## config.mk

```make
export PLATFORM = sky130hd
export DESIGN_NAME = ptng_cell
export DESIGN_NICKNAME = d
export VERILOG_FILES = /design/src/rtl/ptng_pkg.sv /design/src/rtl/ptng_cell.sv
export SDC_FILE = /design/constraint.sdc
export NUM_CORES = 1
export LEC_CHECK = 0
export BUFFER_PORTS_ARGS = -buffer_cell sky130_fd_sc_hd__clkbuf_2
export CAP_MARGIN = 25
export CELL_PAD_IN_SITES_DETAIL_PLACEMENT = 1
export CELL_PAD_IN_SITES_GLOBAL_PLACEMENT = 1
export CORE_UTILIZATION = 40
export CTS_BUF_LIST = sky130_fd_sc_hd__clkbuf_4 sky130_fd_sc_hd__clkbuf_8 sky130_fd_sc_hd__clkbuf_16
export DETAILED_ROUTE_END_ITERATION = 16
export HOLD_SLACK_MARGIN = 0.15
export PLACE_DENSITY = 0.77
export SYNTH_ARGS = -nofsm -noshare
export SYNTH_HDL_FRONTEND = slang
export SYNTH_SLANG_ARGS = --single-unit
```

## constraint.sdc

```tcl
create_clock -name clk -period 7.98 [get_ports clk]
set_input_delay 0 -clock clk [delete_from_list [all_inputs] [get_ports clk]]
set_output_delay 0 -clock clk [all_outputs]
set_load 0.03 [all_outputs]
```

## src/rtl/ptng_pkg.sv

```systemverilog
// Types and constants of the planning tree nearest-grow block
`default_nettype none
package ptng_pkg;
  typedef logic signed [14:0] coord_t;
  typedef logic [2:0] kind_t;

  localparam kind_t KIND_ROOT    = 3'd0;
  localparam kind_t KIND_ADDED   = 3'd1;
  localparam kind_t KIND_PATH    = 3'd2;
  localparam kind_t KIND_IGNORED = 3'd3;
  localparam kind_t KIND_FULL    = 3'd4;

  localparam logic [1:0] REG_GOAL_X        = 2'd0;
  localparam logic [1:0] REG_GOAL_Y        = 2'd1;
  localparam logic [1:0] REG_GOAL_RADIUS   = 2'd2;
  localparam logic [1:0] REG_NEAREST_LIMIT = 2'd3;

  localparam logic [14:0] GOAL_RADIUS_RESET   = 15'd640;
  localparam logic [15:0] NEAREST_LIMIT_RESET = 16'hFFFF;

  // Sample travelling along the cell row with the best match so far
  typedef struct packed {
    logic        vld;
    coord_t      px;
    coord_t      py;
    logic [15:0] bestd;
    logic [5:0]  best;
  } probe_t;
endpackage
`default_nettype wire

```

## src/rtl/ptng_cell.sv

```systemverilog
// One tree node cell: holds a point and updates the passing nearest match
`default_nettype none
module ptng_cell #(
  parameter int INDEX = 0
) (
  input  logic            clk,
  input  logic            rst,
  input  logic            enable,
  input  logic            wr_en,
  input  ptng_pkg::coord_t wr_x,
  input  ptng_pkg::coord_t wr_y,
  input  ptng_pkg::probe_t prev,
  output ptng_pkg::probe_t nxt
);
  import ptng_pkg::*;

  coord_t             x;
  coord_t             y;
  logic signed [15:0] dx;
  logic signed [15:0] dy;
  logic [15:0]        adx;
  logic [15:0]        ady;
  logic [16:0]        d;
  logic               take;

  always_comb begin
    dx   = 16'(prev.px) - 16'(x);
    dy   = 16'(prev.py) - 16'(y);
    adx  = dx[15] ? 16'(-dx) : 16'(dx);
    ady  = dy[15] ? 16'(-dy) : 16'(dy);
    d    = {1'b0, adx} + {1'b0, ady};
    take = enable && (d < {1'b0, prev.bestd});
  end

  always_ff @(posedge clk) begin
    if (wr_en) begin
      x <= wr_x;
      y <= wr_y;
    end
    nxt.px <= prev.px;
    nxt.py <= prev.py;
    nxt.bestd <= take ? d[15:0] : prev.bestd;
    nxt.best <= take ? 6'(INDEX) : prev.best;
    if (rst) begin
      nxt.vld <= 1'b0;
    end else begin
      nxt.vld <= prev.vld;
    end
  end
endmodule
`default_nettype wire

```

==> flow_metrics.env, run 1 <==
export IMPL_synth_simple_area_share_pct=13.4
export IMPL_synth_top_family_by_area="adder cells"
export IMPL_worst_ep_required_time_ns=8.21
export IMPL_diodes=0
export IMPL_finalClockSkew_ns=0.00777
export IMPL_slew_violations=0
export IMPL_antenna_found_initial=0
export IMPL_ys_ff_latch=83
export IMPL_fmax_mhz=153
export IMPL_wirelength_um=15200
export IMPL_grt_busiest_layer="met2"
export IMPL_crit_family="compound AO/OA/AOI/OAI gates"
export IMPL_avgSynthCellArea_um2=9.52
export IMPL_fin_crit_ns=6.56
export IMPL_synth_edf_count=30
export IMPL_min_period_over_period_pct=82.1
export IMPL_drt_pass1_iterations=6
export IMPL_io_pins=140
export IMPL_rsz0062_at_grt="no"
export IMPL_path_common_cell="a21oi_1"
export IMPL_grt_use_total_pct=23.4
export IMPL_initial_utilization_pct=41.5
export IMPL_cp_max_fo=22
export IMPL_cp_num_buf_inv=2
export IMPL_slowest_stage="or3_1"
export IMPL_startpoint_type="flip-flop"
export IMPL_synth_top_area_cell="dfxtp_1"
export IMPL_path_clk_slew_ns=0.06
export IMPL_use_met2_pct=42.1
export IMPL_synth_xor_area_share_pct=9.91
export IMPL_setup_slack_ns=1.42
export IMPL_slew_headroom_pct=41.9
export IMPL_overflow=0
export IMPL_htree_num_levels=3
export IMPL_cts_tree="yes"
export IMPL_ys_top_cells_by_count="inv_1 (67), ha_1 (63), dfxtp_1 (53)"
export IMPL_hp_class="input pin to flip-flop"
export IMPL_stdcell_area_um2=7360
export IMPL_cts_num_sinks=83
export IMPL_cp_arrival_ns=6.78
export IMPL_place_gp_congestion=0.843
export IMPL_hold_viol_final=0
export IMPL_area_growth_pct=38.9
export IMPL_syn_nets=710
export IMPL_critPathKind="flip-flop to flip-flop"
export IMPL_global_route_usage_met3_pct=4.33
export IMPL_hold_slack_ns=0.310
export IMPL_clockBufferDepth=2
export IMPL_max_cap_violations=0
export IMPL_netlist_area_um2=5300
export IMPL_hpwl_um=10700
export IMPL_drc_errors=0
export IMPL_grt_max_degree=31
export IMPL_viasPerCell=5.02
export IMPL_muxShareOfSynthArea_pct=3.61
export IMPL_synthCells=557
export IMPL_die_area_um2=13700
export IMPL_clock_latency_ns=0.35
export IMPL_yosysWarnings=0
export IMPL_max_stage_delay_ns=0.70
export IMPL_portBuffers=139
export IMPL_design_core_area_um2=12800
export IMPL_grt_first_pass_wirelength_um=24300
export IMPL_setup_violations=0
export IMPL_yosysTopAreaCellShare_pct=20.0
export IMPL_tns_ns=0
export IMPL_synth_most_common_cell="inv_1"
export IMPL_drive_gt1_share_pct=21.4
export IMPL_die_w_um=117
export IMPL_synth_top_cells_by_area="dfxtp_1 (20%), edfxtp_1 (17%), ha_1 (15%)"
export IMPL_p_per_area_nw_per_um2=336
export IMPL_synthArstFlopShare_pct=0
export IMPL_drt_iter0_markers=126
export IMPL_leakagePower_nw=3.46
export IMPL_ant_nets=0
export IMPL_num_nets_final=938
export IMPL_worst_pin_slew_ns=0.872
export IMPL_wl_per_cell_um=15.8
export IMPL_synth_compound_gate_area_share_pct=14.7
export IMPL_use_met1_pct=26.9
export IMPL_placementRows=41
export IMPL_clockRootBuffer="clkbuf_16"
export IMPL_critPathCaptureType="flip-flop"
export IMPL_first_global_vias=5113
export IMPL_vias=4827
export IMPL_dominantRegCellSynth="dfxtp_1"
export IMPL_status="finished, final reports clean"
export IMPL_post_place_ws_ns=1.56
export IMPL_path_cells="inv_1 > ha_1 > or3_1 > o21ai_2 > a21oi_2 > a21oi_1 > a21oi_1 > o22ai_1 > o21ai_0 > fa_1 > a21oi_1 > o21ai_1 > o41ai_2 > inv_1 > a21oi_1 > xnor2_1 > ha_1 > a21oi_1 > o21ai_0 > a21o_1 > a21oi_1 > a21oi_1 > or3_1 > mux2_1"
export IMPL_chipHeight_um=117
export IMPL_ir_drop_mv=0.137
export IMPL_yosys_area_share_adder_pct=16.0
export IMPL_ys_seq_area_share_pct=37.0
export IMPL_synth_distinct_cells=56
export IMPL_cts_buffers=9
export IMPL_placed_area_um2=6190
[stage by stage]
step                      cells  power (mW)  util [%]
after floorplan             557        1.61         -
after global placement      862        1.89      48.4
after detailed placement    862        1.96      48.4
after CTS                   962        2.48      57.6
after global routing        962        2.67      57.6
final                       962        2.48      57.6
[cell families after synthesis]
family | count (synthesis)
and+or+nand+nor | 139
muxes | 17
xor gates and xnor gates | 60
buffers and inverters | 74
DFF | 83
AOI/OAI and AO/OA | 118
adders and majority gates | 66
[final cells by class]
cell class	count	area [um^2]
fillers	1504	5410
multi-input cells	400	3050
flip-flops and latches	83	1960
repair buffers	224	1540
clock buffers	14	275
inverters	67	251
well taps	172	215
clock inverters	2	60.1
[registers in the layout, indices dropped and copies added, names as in the netlist]
name,count
y,15
x,15
nxt,53
[cells in the final DEF, fill, tap and decap left out, types with 4 or more instances in the layout]
master and n:
a21o_1 9, inv_1 67, a31oi_1 5, nand2_1 23, or3_1 7, o31ai_1 5
nand3_1 15, a21oi_1 33, clkbuf_2 139, nor2b_1 5, o41ai_1 4, a211oi_1 4
nor2_1 38, xor2_1 20, nor3_1 11, nand2b_1 9, nand4_1 8, o211ai_1 5
o21ai_0 19, edfxtp_1 30, a21oi_2 4, dlygate4sd3_1 84, dfxtp_1 53, o21ai_1 6
ha_1 63, and2_1 8, xnor2_1 40, clkbuf_16 9, mux2_1 14
[path summary, 6_finish.rpt]
path / start / to / slack [ns] / depth (start not counted)
hold reg to reg: y[0] / nxt[6] / 1.10 / 4
setup / recovery: y[4] / nxt[7] / 1.42 / 24
setup reg to reg: y[4] / nxt[7] / 1.42 / 24
hold / removal: prev[30] / nxt[30] / 0.31 / 2
[timing repair]
action                                  4_1_cts  5_1_grt
resized for setup                             0        0
buffers inserted                              0        0
endpoints found under the setup margin        0        0
hold endpoints to repair                     83        0
hold buffers                                 84        0
[layer usage]
| metal | part of all wire (%) | vias up |
|---|---|---|
| met5 | 0 | - |
| met3 | 3.0 | 31 |
| met4 | 2.8 | 0 |
| li1 | - | 2430 |
| met1 | 44 | 2259 |
| met2 | 50 | 107 |
[report_power, final]
part           total [mW]  internal [mW]  switching (mW)
Clock               0.468          0.302           0.166
Sequential          0.546          0.524          0.0218
Combinational        1.46          0.589           0.873
Note: power is estimated with default switching activity, not from simulation.
==> run 2, diff against run 1 <==
--- a/config.mk
+++ b/config.mk
@@ -9,11 +9,11 @@
 export CAP_MARGIN = 25
 export CELL_PAD_IN_SITES_DETAIL_PLACEMENT = 1
 export CELL_PAD_IN_SITES_GLOBAL_PLACEMENT = 1
-export CORE_UTILIZATION = 40
+export CORE_UTILIZATION = 36
 export CTS_BUF_LIST = sky130_fd_sc_hd__clkbuf_4 sky130_fd_sc_hd__clkbuf_8 sky130_fd_sc_hd__clkbuf_16
 export DETAILED_ROUTE_END_ITERATION = 16
 export HOLD_SLACK_MARGIN = 0.15
-export PLACE_DENSITY = 0.77
+export PLACE_DENSITY = 0.73
 export SYNTH_ARGS = -nofsm -noshare
 export SYNTH_HDL_FRONTEND = slang
 export SYNTH_SLANG_ARGS = --single-unit
==> constraint.sdc (replaced) <==
create_clock -name clk -period 5.9 [get_ports clk]
set_input_delay 0 -clock clk [delete_from_list [all_inputs] [get_ports clk]]
set_output_delay 0 -clock clk [all_outputs]
set_load 0.03 [all_outputs]
==> flow_metrics.env, run 2 (synthesized netlist as in run 1, its figures left out) <==
export IMPL_antenna_found_initial=0
export IMPL_leakagePower_nw=3.62
export IMPL_grt_first_pass_wirelength_um=24300
export IMPL_startpoint_type="input pin"
export IMPL_first_global_vias=5116
export IMPL_overflow=0
export IMPL_max_cap_violations=0
export IMPL_wl_per_cell_um=15.8
export IMPL_wirelength_um=15700
export IMPL_ir_drop_mv=0.231
export IMPL_top_register="nxt"
export IMPL_stdcell_count=992
export IMPL_clock_latency_ns=0.36
export IMPL_critPathKind="input pin to flip-flop"
export IMPL_finalPower_mw=3.66
export IMPL_grt_max_degree=31
export IMPL_hold_slack_ns=0.280
export IMPL_htree_num_levels=3
export IMPL_cts_num_sinks=83
export IMPL_chipHeight_um=123
export IMPL_vias=4905
export IMPL_critPathCaptureType="flip-flop"
export IMPL_ant_nets=0
export IMPL_clockRootBuffer="clkbuf_16"
export IMPL_cp_max_fo=22
export IMPL_fmax_mhz=176
export IMPL_p_per_area_nw_per_um2=470
export IMPL_drt_pass1_iterations=4
export IMPL_grt_use_total_pct=20.8
export IMPL_hold_viol_final=0
export IMPL_diodes=0
export IMPL_final_common_cell="clkbuf_2"
export IMPL_fin_util_pct=55.3
export IMPL_worst_pin_slew_ns=0.847
export IMPL_hp_class="input pin to flip-flop"
export IMPL_area_growth_pct=47.0
export IMPL_placementRows=43
export IMPL_die_w_um=123
export IMPL_cp_arrival_ns=5.93
export IMPL_hpwl_um=10700
export IMPL_cts_buffers=9
export IMPL_drive_gt1_share_pct=28.1
export IMPL_die_area_um2=15200
export IMPL_fin_crit_ns=5.69
export IMPL_placed_cells=879
export IMPL_worst_ep_required_time_ns=6.14
export IMPL_setup_violations=0
export IMPL_final_cell_mix="clkbuf_2 (139), dlygate4sd3_1 (84), inv_1 (67)"
export IMPL_slew_headroom_pct=43.5
export IMPL_clockBufferDepth=2
export IMPL_finalClockSkew_ns=0.00626
export IMPL_design_core_area_um2=14100
export IMPL_tns_ns=0
export IMPL_drc_errors=0
export IMPL_largest_reg_flops=53
export IMPL_cts_tree="yes"
export IMPL_status="finished, final reports clean"
export IMPL_portBuffers=139
export IMPL_min_period_over_period_pct=96.5
export IMPL_viasPerCell=4.94
export IMPL_initial_utilization_pct=37.6
export IMPL_drt_iter0_markers=169
export IMPL_place_gp_congestion=0.808
export IMPL_path_clk_slew_ns=0.06
export IMPL_slew_violations=0
export IMPL_reg_top3="nxt (53), x (15), y (15)"
export IMPL_io_pins=140
export IMPL_num_nets_final=960
-- run 2: changes by cell type in the layout (fill, tap and decap cells not counted), moves of 4 or more --
cell,delta
a21oi_1,-10
a21oi_2,+8
buf_4,+21
ha_1,-4
o21ai_0,-4
o21ai_2,+5
-- run 2: area by class of cell --
class,count,area [um^2]
Fill cell,1657,6300
Sequential cell,83,1960
Timing Repair Buffer,246,1720
Tap cell,180,225
Clock buffer,9,225
Clock inverter,7,121
Inverter,67,251
Multi-Input combinational cell,400,3290
-- run 2: report_power, final --
group | total [mW] | switching, mW | leakage, nW | internal, mW
logic | 2.26 | 1.30 | 2.71 | 0.957
clock network | 0.667 | 0.250 | 0.171 | 0.417
registers | 0.740 | 0.0314 | 0.740 | 0.709
total | 3.66 | 1.58 | 3.62 | 2.08
-- run 2: metal layers --
layer	share of wire [%]	track usage [%]	vias up
met5	0	0	-
met4	2.5	7.38	0
met3	4.1	5.54	33
met2	51	37.4	119
met1	43	23.4	2278
li1	-	-	2475
-- run 2: worst max-delay path: stages --
cell and delay (ns):
dlygate4sd3_1 0.55, clkbuf_2 0.13, inv_1 0.06, ha_1 0.15, inv_1 0.05, fa_1 0.41, a21oi_2 0.20, o22ai_2 0.16
o41ai_4 0.34, xnor2_1 0.14, or4b_4 0.59, o31ai_2 0.27, xnor2_1 0.15, ha_2 0.34, a21o_1 0.20, a21oi_2 0.15
nor2b_1 0.06, nor2_1 0.13, nand2_1 0.10, o21ai_2 0.14, xnor2_1 0.17, ha_1 0.30, o2111ai_1 0.13, a21oi_1 0.07
or3_1 0.40, buf_12 0.19, mux2_1 0.33
-- run 2: what timing repair did --
item                                   CTS  global route
setup endpoints to repair               22            22
hold buffers                            84             0
gates cloned                             0             0
gates resized for setup                 10            42
pin swaps                                1            21
endpoints found under the hold margin   83             0
setup buffers                            0            13
-- run 2: final timing paths --
kind | from | endpoint | slack [ns] | cells past startpoint
worst max-delay path | prev[22] | nxt[20] | 0.21 | 27
worst min-delay path | enable | nxt[1] | 0.28 | 5
worst max register to register | x[10] | nxt[20] | 0.23 | 25
worst min register to register | x[0] | nxt[6] | 0.97 | 4
-- run 2: through the flow --
step	setup slack [ns]	instance area, um^2
floorplan	0.241	5300
global placement	0.143	6260
detailed placement	-0.101	6260
CTS	0.00563	7500
global route	-0.157	7790
finish	0.208	7790
