<file path="src/rtl/ptng_ram.sv">
// Generic single-port-write RAM with registered read
`default_nettype none
module ptng_ram #(
  parameter int WIDTH = 8,
  parameter int DEPTH = 64
) (
  input  logic                     clk,
  input  logic                     wr_en,
  input  logic [$clog2(DEPTH)-1:0] wr_addr,
  input  logic [WIDTH-1:0]         wr_data,
  input  logic [$clog2(DEPTH)-1:0] rd_addr,
  output logic [WIDTH-1:0]         rd_data
);
  logic [WIDTH-1:0] mem [DEPTH];

  always_ff @(posedge clk) begin
    if (wr_en) begin
      mem[wr_addr] <= wr_data;
    end
    rd_data <= mem[rd_addr];
  end
endmodule
`default_nettype wire

</file>
<file path="config.mk">
export PLATFORM = sky130hd
export DESIGN_NAME = ptng_ram
export DESIGN_NICKNAME = d
export VERILOG_FILES = /design/src/rtl/ptng_ram.sv
export SDC_FILE = /design/constraint.sdc
export NUM_CORES = 1
export LEC_CHECK = 0
export ABC_AREA = 1
export BUFFER_PORTS_ARGS = -buffer_cell sky130_fd_sc_hd__buf_4
export CAP_MARGIN = 25
export CORE_AREA = 2 2 214 259
export DETAILED_ROUTE_END_ITERATION = 6
export DIE_AREA = 0 0 216 261
export GPL_ROUTABILITY_DRIVEN = 0
export PLACE_DENSITY_LB_ADDON = 0.2
export SYNTH_ARGS = -nofsm -noshare
export SYNTH_HDL_FRONTEND = slang
export SYNTH_SLANG_ARGS = --single-unit
</file>
<file path="constraint.sdc">
create_clock -name clk -period 1.9 [get_ports clk]
set_input_delay 0.19 -clock clk [delete_from_list [all_inputs] [get_ports clk]]
set_output_delay 0.19 -clock clk [all_outputs]
set_load 0.02 [all_outputs]
</file>
==> results of run 1 <==
## sequential cells by signal, summed over array words and instances (netlist names)
register  count
mem         512
rd_data       8
## cell families (layout without fill, tap and decap cells)
family | count (synthesis) | in the layout
flops | 520 | 520
simple gates | 1160 | 1160
buf+inv | 125 | 272
## metrics by stage
stage / cells / util (%) / setup WS, ps / hold slack, ps / cell area (µm²)
detailed placement: 2576 / 42.6 / 76.6 / 492 / 23100
CTS: 2672 / 45.7 / 479 / 30.8 / 24700
floorplan: 1805 / - / -56.1 / 289 / 21300
finish: 2672 / 45.7 / 508 / 59.4 / 24700
global route: 2672 / 45.7 / 331 / 59.1 / 24700
global placement: 2576 / 42.6 / 83.3 / 491 / 23100
## synth_stat cells
master,count,area (µm²)
nand2_1,648,2430
edfxtp_1,512,15400
nand3_1,439,2200
nor2_1,56,210
buf_2,37,185
buf_6,35,394
clkbuf_1,15,56.3
buf_4,14,105
buf_1,10,37.5
inv_1,10,37.5
nand4_1,9,56.3
dfxtp_1,8,160
nor4_1,8,50.1
buf_8,2,30.0
inv_2,1,3.75
inv_6,1,8.76
## cells in the final DEF (no fill, tap or decap), drive strengths merged
master       synthesis  layout
clkinv               0      24
dlygate4sd3          0       4
buf                 98     163
nand2              648     648
nor2                56      56
inv                 12      12
dfxtp                8       8
bufinv               0       5
nand4                9       9
clkbuf              15      64
edfxtp             512     512
nor4                 8       8
nand3              439     439
## power breakdown
| group | internal, mW | switching (mW) | total (mW) | leakage (nW) |
|---|---|---|---|---|
| registers | 12.7 | 0.0388 | 12.7 | 4.67 |
| clock network | 5.73 | 4.16 | 9.90 | 0.797 |
| logic | 0.517 | 1.16 | 1.67 | 3.56 |
## worst min-delay path, delay by kind of cell
family	cells	cell delay [ps]
buffers and inverters	1	190
AND/OR/NAND/NOR	3	240
## timing repair
action | in CTS | in global routing
endpoints found under the hold margin | 43 | 0
hold buffers | 4 | 0
gates resized for setup | 0 | 0
## area by class of cell
type                    instances  share of cell area, %
clock buffers                  63                   5.52
clock inverters                29                   1.02
inverters                      12                  0.213
multi-input cells            1160                   20.0
flip-flops and latches        520                   62.9
well taps                     720                   3.64
repair buffers                168                   6.74
## path summary, 6_finish.rpt
kind                                  from         end  slack [ps]  depth (start not counted)
worst min-delay path            rd_addr[4]  rd_data[4]          60                          4
worst max-delay path            mem[58][7]  rd_data[7]         510                          8
worst min register to register  mem[30][4]  rd_data[4]         810                          8
worst max register to register  mem[58][7]  rd_data[7]         510                          8
## routing by layer
layer | routed length (µm) | share of wire, %
met5 | 0 | 0
met4 | 2100 | 3.8
met3 | 2650 | 4.8
met2 | 27300 | 49
met1 | 23600 | 42
==> impl_metrics.json, run 1 <==
{
  "cts.path.max_buffers": 3,
  "die_w_um": 216,
  "use_met2_pct": 34.3,
  "first_pass_iters": 5,
  "max_freq_mhz": 718,
  "synth_fp_nets": 1827,
  "powerDensity_nw_per_um2": 983,
  "start_kind": "flip-flop",
  "clock-sinks": 520,
  "hp-class": "input pin to flip-flop",
  "vias_per_cell": 5.18,
  "worstMarginPinSlew_ps": 682,
  "relSlewSlack_pct": 54.5,
  "cp.arrival_ps": 1880,
  "setup_viol": 0,
  "overflow": 0,
  "leakage_nw": 9.03,
  "die_y_um": 261,
  "period_share_pct": 73.3,
  "critPathMaxFanout": 1,
  "end_kind": "flip-flop",
  "vdd_drop_max_mv": 0.973,
  "clk_pin_slew_ps": 60,
  "track_usage_pct": 20.0,
  "drcViolationCount": 0,
  "grt_antenna_before_repair": 0,
  "synth_fa_ha_area_share_pct": 0,
  "drv_slew": 0,
  "nets": 1934,
  "required_ps": 2390,
  "grt_pass1_wl_um": 84600,
  "drt-initial-drc-count": 1058,
  "portBuffers": 29,
  "synth_seq_cells": 520,
  "dp_hpwl_um": 35000,
  "ioPinCount": 30,
  "grt-busiest-layer": "met2",
  "area_growth_pct": 15.8,
  "grt_use_met3_pct": 3.14,
  "grt_max_degree": 65,
  "syn_area_um2": 21300,
  "crit_family": "simple AND/OR/NAND/NOR gates",
  "ys_seq_area_share_pct": 72.8,
  "drtAntennaViolNets": 0,
  "multi_input_area_um2": 4950,
  "worstSetupPathType": "flip-flop to flip-flop",
  "power_mw": 24.3,
  "status": "finished clean",
  "drt-wirelength-per-cell_um": 20.8,
  "use_met1_pct": 25.6,
  "yosysUniqueCellTypes": 16,
  "fillers": 5077,
  "fin_tns_setup_ps": 0,
  "start_util_pct": 39.4,
  "cts_made_buffers": 50,
  "synth-compound-area-share_pct": 0,
  "dieArea_um2": 56400,
  "cts_tree": "yes",
  "synth_top_family_by_area": "simple AND/OR/NAND/NOR gates",
  "synth_area_per_cell_um2": 11.8,
  "min_period_ps": 1390,
  "routed_wl_um": 55700,
  "path_cells": "nand2_1, nand3_1, nand3_1, nand2_1, nand2_1, nand3_1, nand3_1, nand2_1",
  "synthXorXnorAreaFrac_pct": 0,
  "cp.buffers_inverters": 0,
  "cpPeakStageDelay_ps": 370,
  "core_um2": 54100,
  "hold_viol": 0,
  "synth.area.mux_share_pct": 0,
  "cts-htree-levels": 2,
  "synth_simple_gate_area_share_pct": 23.2,
  "skew_ps": 25.3,
  "antenna_cells": 0,
  "synth_cells": 1805,
  "maxCapViolations": 0,
  "root_buffer": "clkbuf_16",
  "seqCellArea_um2": 15500,
  "crit_slowest_cell": "edfxtp_1",
  "yosys_warnings": 0,
  "rows": 94,
  "grt_setup_unrepaired": "false",
  "clock_latency_ps": 600,
  "cts_setup_buffers": 0,
  "grt_pass1_vias": 13800,
  "drive_gt1_share_pct": 12.0,
  "vias": 13900
}
Power figures use the tool's default switching activity.
==> run 2: changes to the inputs <==
==> constraint.sdc (replaced) <==
create_clock -name clk -period 1.35 [get_ports clk]
set_input_delay 0.135 -clock clk [delete_from_list [all_inputs] [get_ports clk]]
set_output_delay 0.135 -clock clk [all_outputs]
set_load 0.02 [all_outputs]
==> impl_metrics.json, run 2 (same netlist as run 1, synthesis figures left out) <==
{
  "status": "finished clean",
  "overflow": 0,
  "drive_gt1_share_pct": 17.1,
  "cts_setup_buffers": 0,
  "dp_hpwl_um": 36100,
  "core_um2": 54100,
  "skew_ps": 27.2,
  "start_kind": "flip-flop",
  "period_share_pct": 97.6,
  "critPathMaxFanout": 1,
  "top_regs": "mem (512), rd_data (8)",
  "largest_register_ffs": 512,
  "ioPinCount": 30,
  "drcViolationCount": 0,
  "drt-initial-drc-count": 1168,
  "powerDensity_nw_per_um2": 1350,
  "vias": 14100,
  "drt-wirelength-per-cell_um": 21.5,
  "placed_cell_area_um2": 23900,
  "portBuffers": 29,
  "grt_antenna_before_repair": 1,
  "final_cell_mix": "642 x nand2_1, 512 x edfxtp_1, 423 x nand3_1, 127 x buf_4, 62 x buf_12",
  "rows": 94,
  "grt_pass1_vias": 13700,
  "crit_slowest_cell": "dfxtp_2",
  "path_cells": "buf_4",
  "clock-sinks": 520,
  "track_usage_pct": 20.5,
  "crit_family": "flip-flops",
  "nets": 1957,
  "worstMarginPinSlew_ps": 895,
  "die_y_um": 261,
  "vias_per_cell": 5.23,
  "first_pass_iters": 5,
  "min_period_ps": 1320,
  "clk_pin_slew_ps": 70,
  "setup_viol": 0,
  "multi_input_area_um2": 5300,
  "top_register": "mem",
  "holdPathStages": 4,
  "area_growth_pct": 20.3,
  "routed_wl_um": 58100,
  "final_area_um2": 25700,
  "drtAntennaViolNets": 0,
  "cp.arrival_ps": 1180,
  "root_buffer": "clkbuf_16",
  "cts_made_buffers": 49,
  "clock_latency_ps": 580,
  "seqCellArea_um2": 15500,
  "grt_max_degree": 65,
  "start_util_pct": 39.4,
  "cp.buffers_inverters": 1,
  "required_ps": 1220,
  "leakage_nw": 9.28,
  "max_freq_mhz": 759,
  "die_w_um": 216,
  "dieArea_um2": 56400,
  "end_kind": "output pin",
  "cts.path.max_buffers": 3,
  "reg2regPathDepth": 8,
  "layout_commonest_cell": "nand2_1",
  "antenna_cells": 0,
  "cts_tree": "yes",
  "cts-htree-levels": 2,
  "cpPeakStageDelay_ps": 420,
  "power_mw": 34.7,
  "drv_slew": 0,
  "hp-class": "input pin to flip-flop",
  "cp.depth": 1,
  "vdd_drop_max_mv": 0.781,
  "hold_viol": 0,
  "grt_pass1_wl_um": 85900,
  "fin_util_pct": 47.5,
  "fillers": 4857,
  "maxCapViolations": 0,
  "worstSetupPathType": "flip-flop to output pin",
  "relSlewSlack_pct": 40.3
}
## run 2: cell count changes in the layout (fill, tap and decap cells not counted), moves of 16 or more
cell,delta
buf_12,+31
nand3_1,-16
nand3_2,+16
nor2_1,-42
nor2_2,+25
nor2_4,+17
## run 2: metrics by stage
stage,worst slack (ps),std cells,setup TNS [ps],hold WS [ps]
2_1_floorplan,-338,1805,-85070,234
3_3_place_gp,-359,2602,-7020,472
3_5_place_dp,-366,2602,-11180,468
4_1_cts,3.02,2696,0,37.2
5_1_grt,-32.7,2696,-50.0,33.1
6_report,32.1,2696,0,36.8
## run 2: layer usage
layer | share of wire [%] | vias up | wire length (µm) | track usage [%]
met2 | 49 | 380 | 28600 | 34.7
met3 | 4.9 | 96 | 2840 | 2.68
met1 | 43 | 7013 | 24800 | 27.3
met5 | 0.019 | - | 11 | 0
met4 | 3.2 | 2 | 1850 | 7.21
li1 | - | 6614 | - | -
## run 2: layout make-up
| type | count | area share, % |
|---|---|---|
| sequential | 520 | 60.5 |
| multi-input combinational | 1160 | 20.6 |
| timing repair buffer | 192 | 8.68 |
| clock buffer | 70 | 5.25 |
| tap | 720 | 3.51 |
| clock inverter | 22 | 1.14 |
| inverter | 12 | 0.278 |
## run 2: repair_timing
item	CTS	global route
resized for setup	3	21
endpoints found under the setup margin	3	6
hold buffers	2	0
endpoints found under the hold margin	26	0
## run 2: where the power goes
group	leakage, nW	switching (mW)	internal (mW)
logic	3.82	1.77	0.827
clock network	0.790	5.83	8.31
registers	4.67	0.0680	17.9
total	9.28	7.67	27.0
## run 2: worst paths after layout
kind / start / endpoint / slack [ps]
worst min register to register: mem[45][7] / rd_data[7] / 810
worst max-delay path: rd_data[6] / rd_data[6] / 30
worst max register to register: mem[11][0] / rd_data[0] / 50
worst min-delay path: rd_addr[4] / rd_data[6] / 40
==> run 3: changes to the inputs <==
--- a/config.mk
+++ b/config.mk
@@ -5,12 +5,11 @@
 export SDC_FILE = /design/constraint.sdc
 export NUM_CORES = 1
 export LEC_CHECK = 0
-export ABC_AREA = 1
 export BUFFER_PORTS_ARGS = -buffer_cell sky130_fd_sc_hd__buf_4
 export CAP_MARGIN = 25
-export CORE_AREA = 2 2 214 259
+export CORE_AREA = 2 2 208 251
 export DETAILED_ROUTE_END_ITERATION = 6
-export DIE_AREA = 0 0 216 261
+export DIE_AREA = 0 0 210 253
 export GPL_ROUTABILITY_DRIVEN = 0
 export PLACE_DENSITY_LB_ADDON = 0.2
 export SYNTH_ARGS = -nofsm -noshare
==> impl_metrics.json, run 3 <==
{
  "holdPathStages": 1,
  "setup_viol": 8,
  "synth_seq_cells": 520,
  "max_freq_mhz": 530,
  "drt-wirelength-per-cell_um": 26.2,
  "layout_setup_ws_ps": -538,
  "vdd_drop_max_mv": 1.11,
  "cp.arrival_ps": 2350,
  "worstSetupPathType": "flip-flop to flip-flop",
  "vias_per_cell": 5.41,
  "leakage_nw": 8.10,
  "yosysUniqueCellTypes": 40,
  "status": "complete, but fails checks",
  "dp_hpwl_um": 31100,
  "wl_met1_um": 20300,
  "reg2regPathDepth": 5,
  "drt-initial-drc-count": 743,
  "clock-sinks": 520,
  "fillers": 4005,
  "synth.most_common_cell": "edfxtp_1",
  "hold_viol": 0,
  "drive_gt1_share_pct": 42.3,
  "cts_made_buffers": 50,
  "drv_slew": 0,
  "period_share_pct": 140,
  "track_usage_pct": 18.7,
  "synth_cells": 940,
  "start_kind": "flip-flop",
  "dieArea_um2": 53100,
  "core_um2": 50900,
  "die_w_um": 210,
  "top_register": "mem",
  "wl_met3_um": 2250,
  "overflow": 0,
  "synth_area_per_cell_um2": 21.5,
  "start_util_pct": 39.6,
  "ys_seq_area_share_pct": 77.0,
  "powerDensity_nw_per_um2": 1340,
  "grt_pass1_vias": 10300,
  "required_ps": 1810,
  "grt_pass1_wl_um": 70800,
  "ioPinCount": 30,
  "relSlewSlack_pct": 48.8,
  "drtAntennaViolNets": 0,
  "cts-htree-levels": 2,
  "routed_wl_um": 48000,
  "grt_setup_unrepaired": "true",
  "min_to": "mem[36][0]",
  "rrSetupSlack_ps": -540,
  "async_flop_share_pct": 0,
  "synth_edf_count": 512,
  "first_pass_iters": 5,
  "nets": 1168,
  "synth_ff_type": "edfxtp_1",
  "yosys_warnings": 0,
  "worst_hold_slack_ps": 92.7,
  "violations": "setup timing",
  "rows": 91,
  "layout_commonest_cell": "edfxtp_1",
  "antenna_cells": 0,
  "largest_register_ffs": 512,
  "worstMarginPinSlew_ps": 769,
  "cts_tree": "yes",
  "min_from": "wr_data[0]",
  "wl_met2_um": 24600,
  "cts.path.max_buffers": 3,
  "synth_top_area_share_pct": 76.2,
  "worstReg2RegStart": "mem[20][4]",
  "clk_pin_slew_ps": 60,
  "grt_max_degree": 65,
  "drcViolationCount": 0,
  "die_y_um": 253,
  "root_buffer": "clkbuf_16",
  "end_kind": "flip-flop",
  "clock_latency_ps": 590,
  "critPathMaxFanout": 1,
  "r2r_end": "rd_data[4]",
  "portBuffers": 29,
  "min_period_ps": 1890,
  "final_cell_mix": "512 x edfxtp_1, 131 x buf_4, 126 x mux4_2, 72 x buf_12, 53 x nor2_4",
  "grt_antenna_before_repair": 0,
  "top_regs": "mem (512), rd_data (8)",
  "yosys.area.top_type": "edfxtp_1",
  "skew_ps": 23.7,
  "maxCapViolations": 0,
  "fin_tns_setup_ps": -3740,
  "top_layer": "met4",
  "synth_fp_nets": 962,
  "vias": 9915,
  "area_growth_pct": 25.8,
  "placed_cell_area_um2": 23700,
  "final_area_um2": 25400,
  "hp-class": "input pin to flip-flop",
  "synthTopCellsByArea": "edfxtp_1 76%, mux4_2 14%, nor2_1 1.5%, mux2i_1 1.1%, dfxtp_1 0.79%",
  "syn_area_um2": 20200,
  "ys_top_cells_by_count": "512 x edfxtp_1, 126 x mux4_2, 83 x nor2_1"
}
run 3: worst max path at each step:
stage,slack (ps),startpoint,end
2_1_floorplan,-330,rd_addr[0],rd_data[7]
3_3_place_gp,-1230,rd_addr[0],rd_data[5]
3_5_place_dp,-1150,rd_addr[0],rd_data[5]
4_1_cts,-550,mem[20][4],rd_data[4]
5_1_grt,-580,mem[20][4],rd_data[4]
6_report,-540,mem[20][4],rd_data[4]
run 3: layer usage:
| metal | global-route usage [%] | vias up |
|---|---|---|
| met4 | 4.30 | 0 |
| met2 | 32.1 | 224 |
| met5 | 0 | - |
| met3 | 3.20 | 58 |
| met1 | 24.9 | 5280 |
| li1 | - | 4353 |
run 3: power by group:
group / leakage (nW) / internal, mW / switching, mW / total (mW)
sequential: 4.67 / 17.9 / 0.0652 / 17.9
clock: 0.786 / 8.20 / 5.79 / 14.0
combinational: 2.64 / 0.936 / 1.22 / 2.15
total: 8.10 / 27.0 / 7.07 / 34.1
run 3: metrics by stage:
stage	cells	power [mW]	utilization, %	worst slack, ps
after floorplan	940	19.4	-	-333
after global placement	1744	20.4	46.5	-1230
after detailed placement	1744	20.4	46.5	-1150
after CTS	1834	34.4	49.8	-547
after global routing	1834	35.0	49.8	-577
final	1834	34.1	49.8	-538
run 3: repair_timing:
action,CTS,global route
gates resized for setup,17,2
setup buffers,0,0
hold endpoints to repair,4,0
pin swaps,5,1
hold buffers,1,0
setup endpoints to repair,9,9
run 3: area by class of cell:
type                            count  area [µm²]  share of cell area (%)
Clock buffer                       60        1310                    5.16
Tap cell                          651         815                    3.21
Sequential cell                   520       15500                    61.3
Multi-Input combinational cell    369        4950                    19.5
Clock inverter                     29         308                    1.21
Timing Repair Buffer              205        2450                    9.65
run 3: worst max-delay path: stages (launching register included):
cell      delay (ps)
edfxtp_1         380
mux4_2           460
mux2_4           290
o221a_4          280
nor3_4           230
o32ai_2          130
run 3: logic make-up (layout without fill, tap and decap cells):
logic type             Yosys count  after routing  synth area share, %
AO/OA/AOI/OAI                   54             54                 2.07
buffers and inverters           51            294                 1.57
AND/OR/NAND/NOR                153            153                 3.39
multiplexers                   162            162                 15.9
flip-flops                     520            520                 77.0
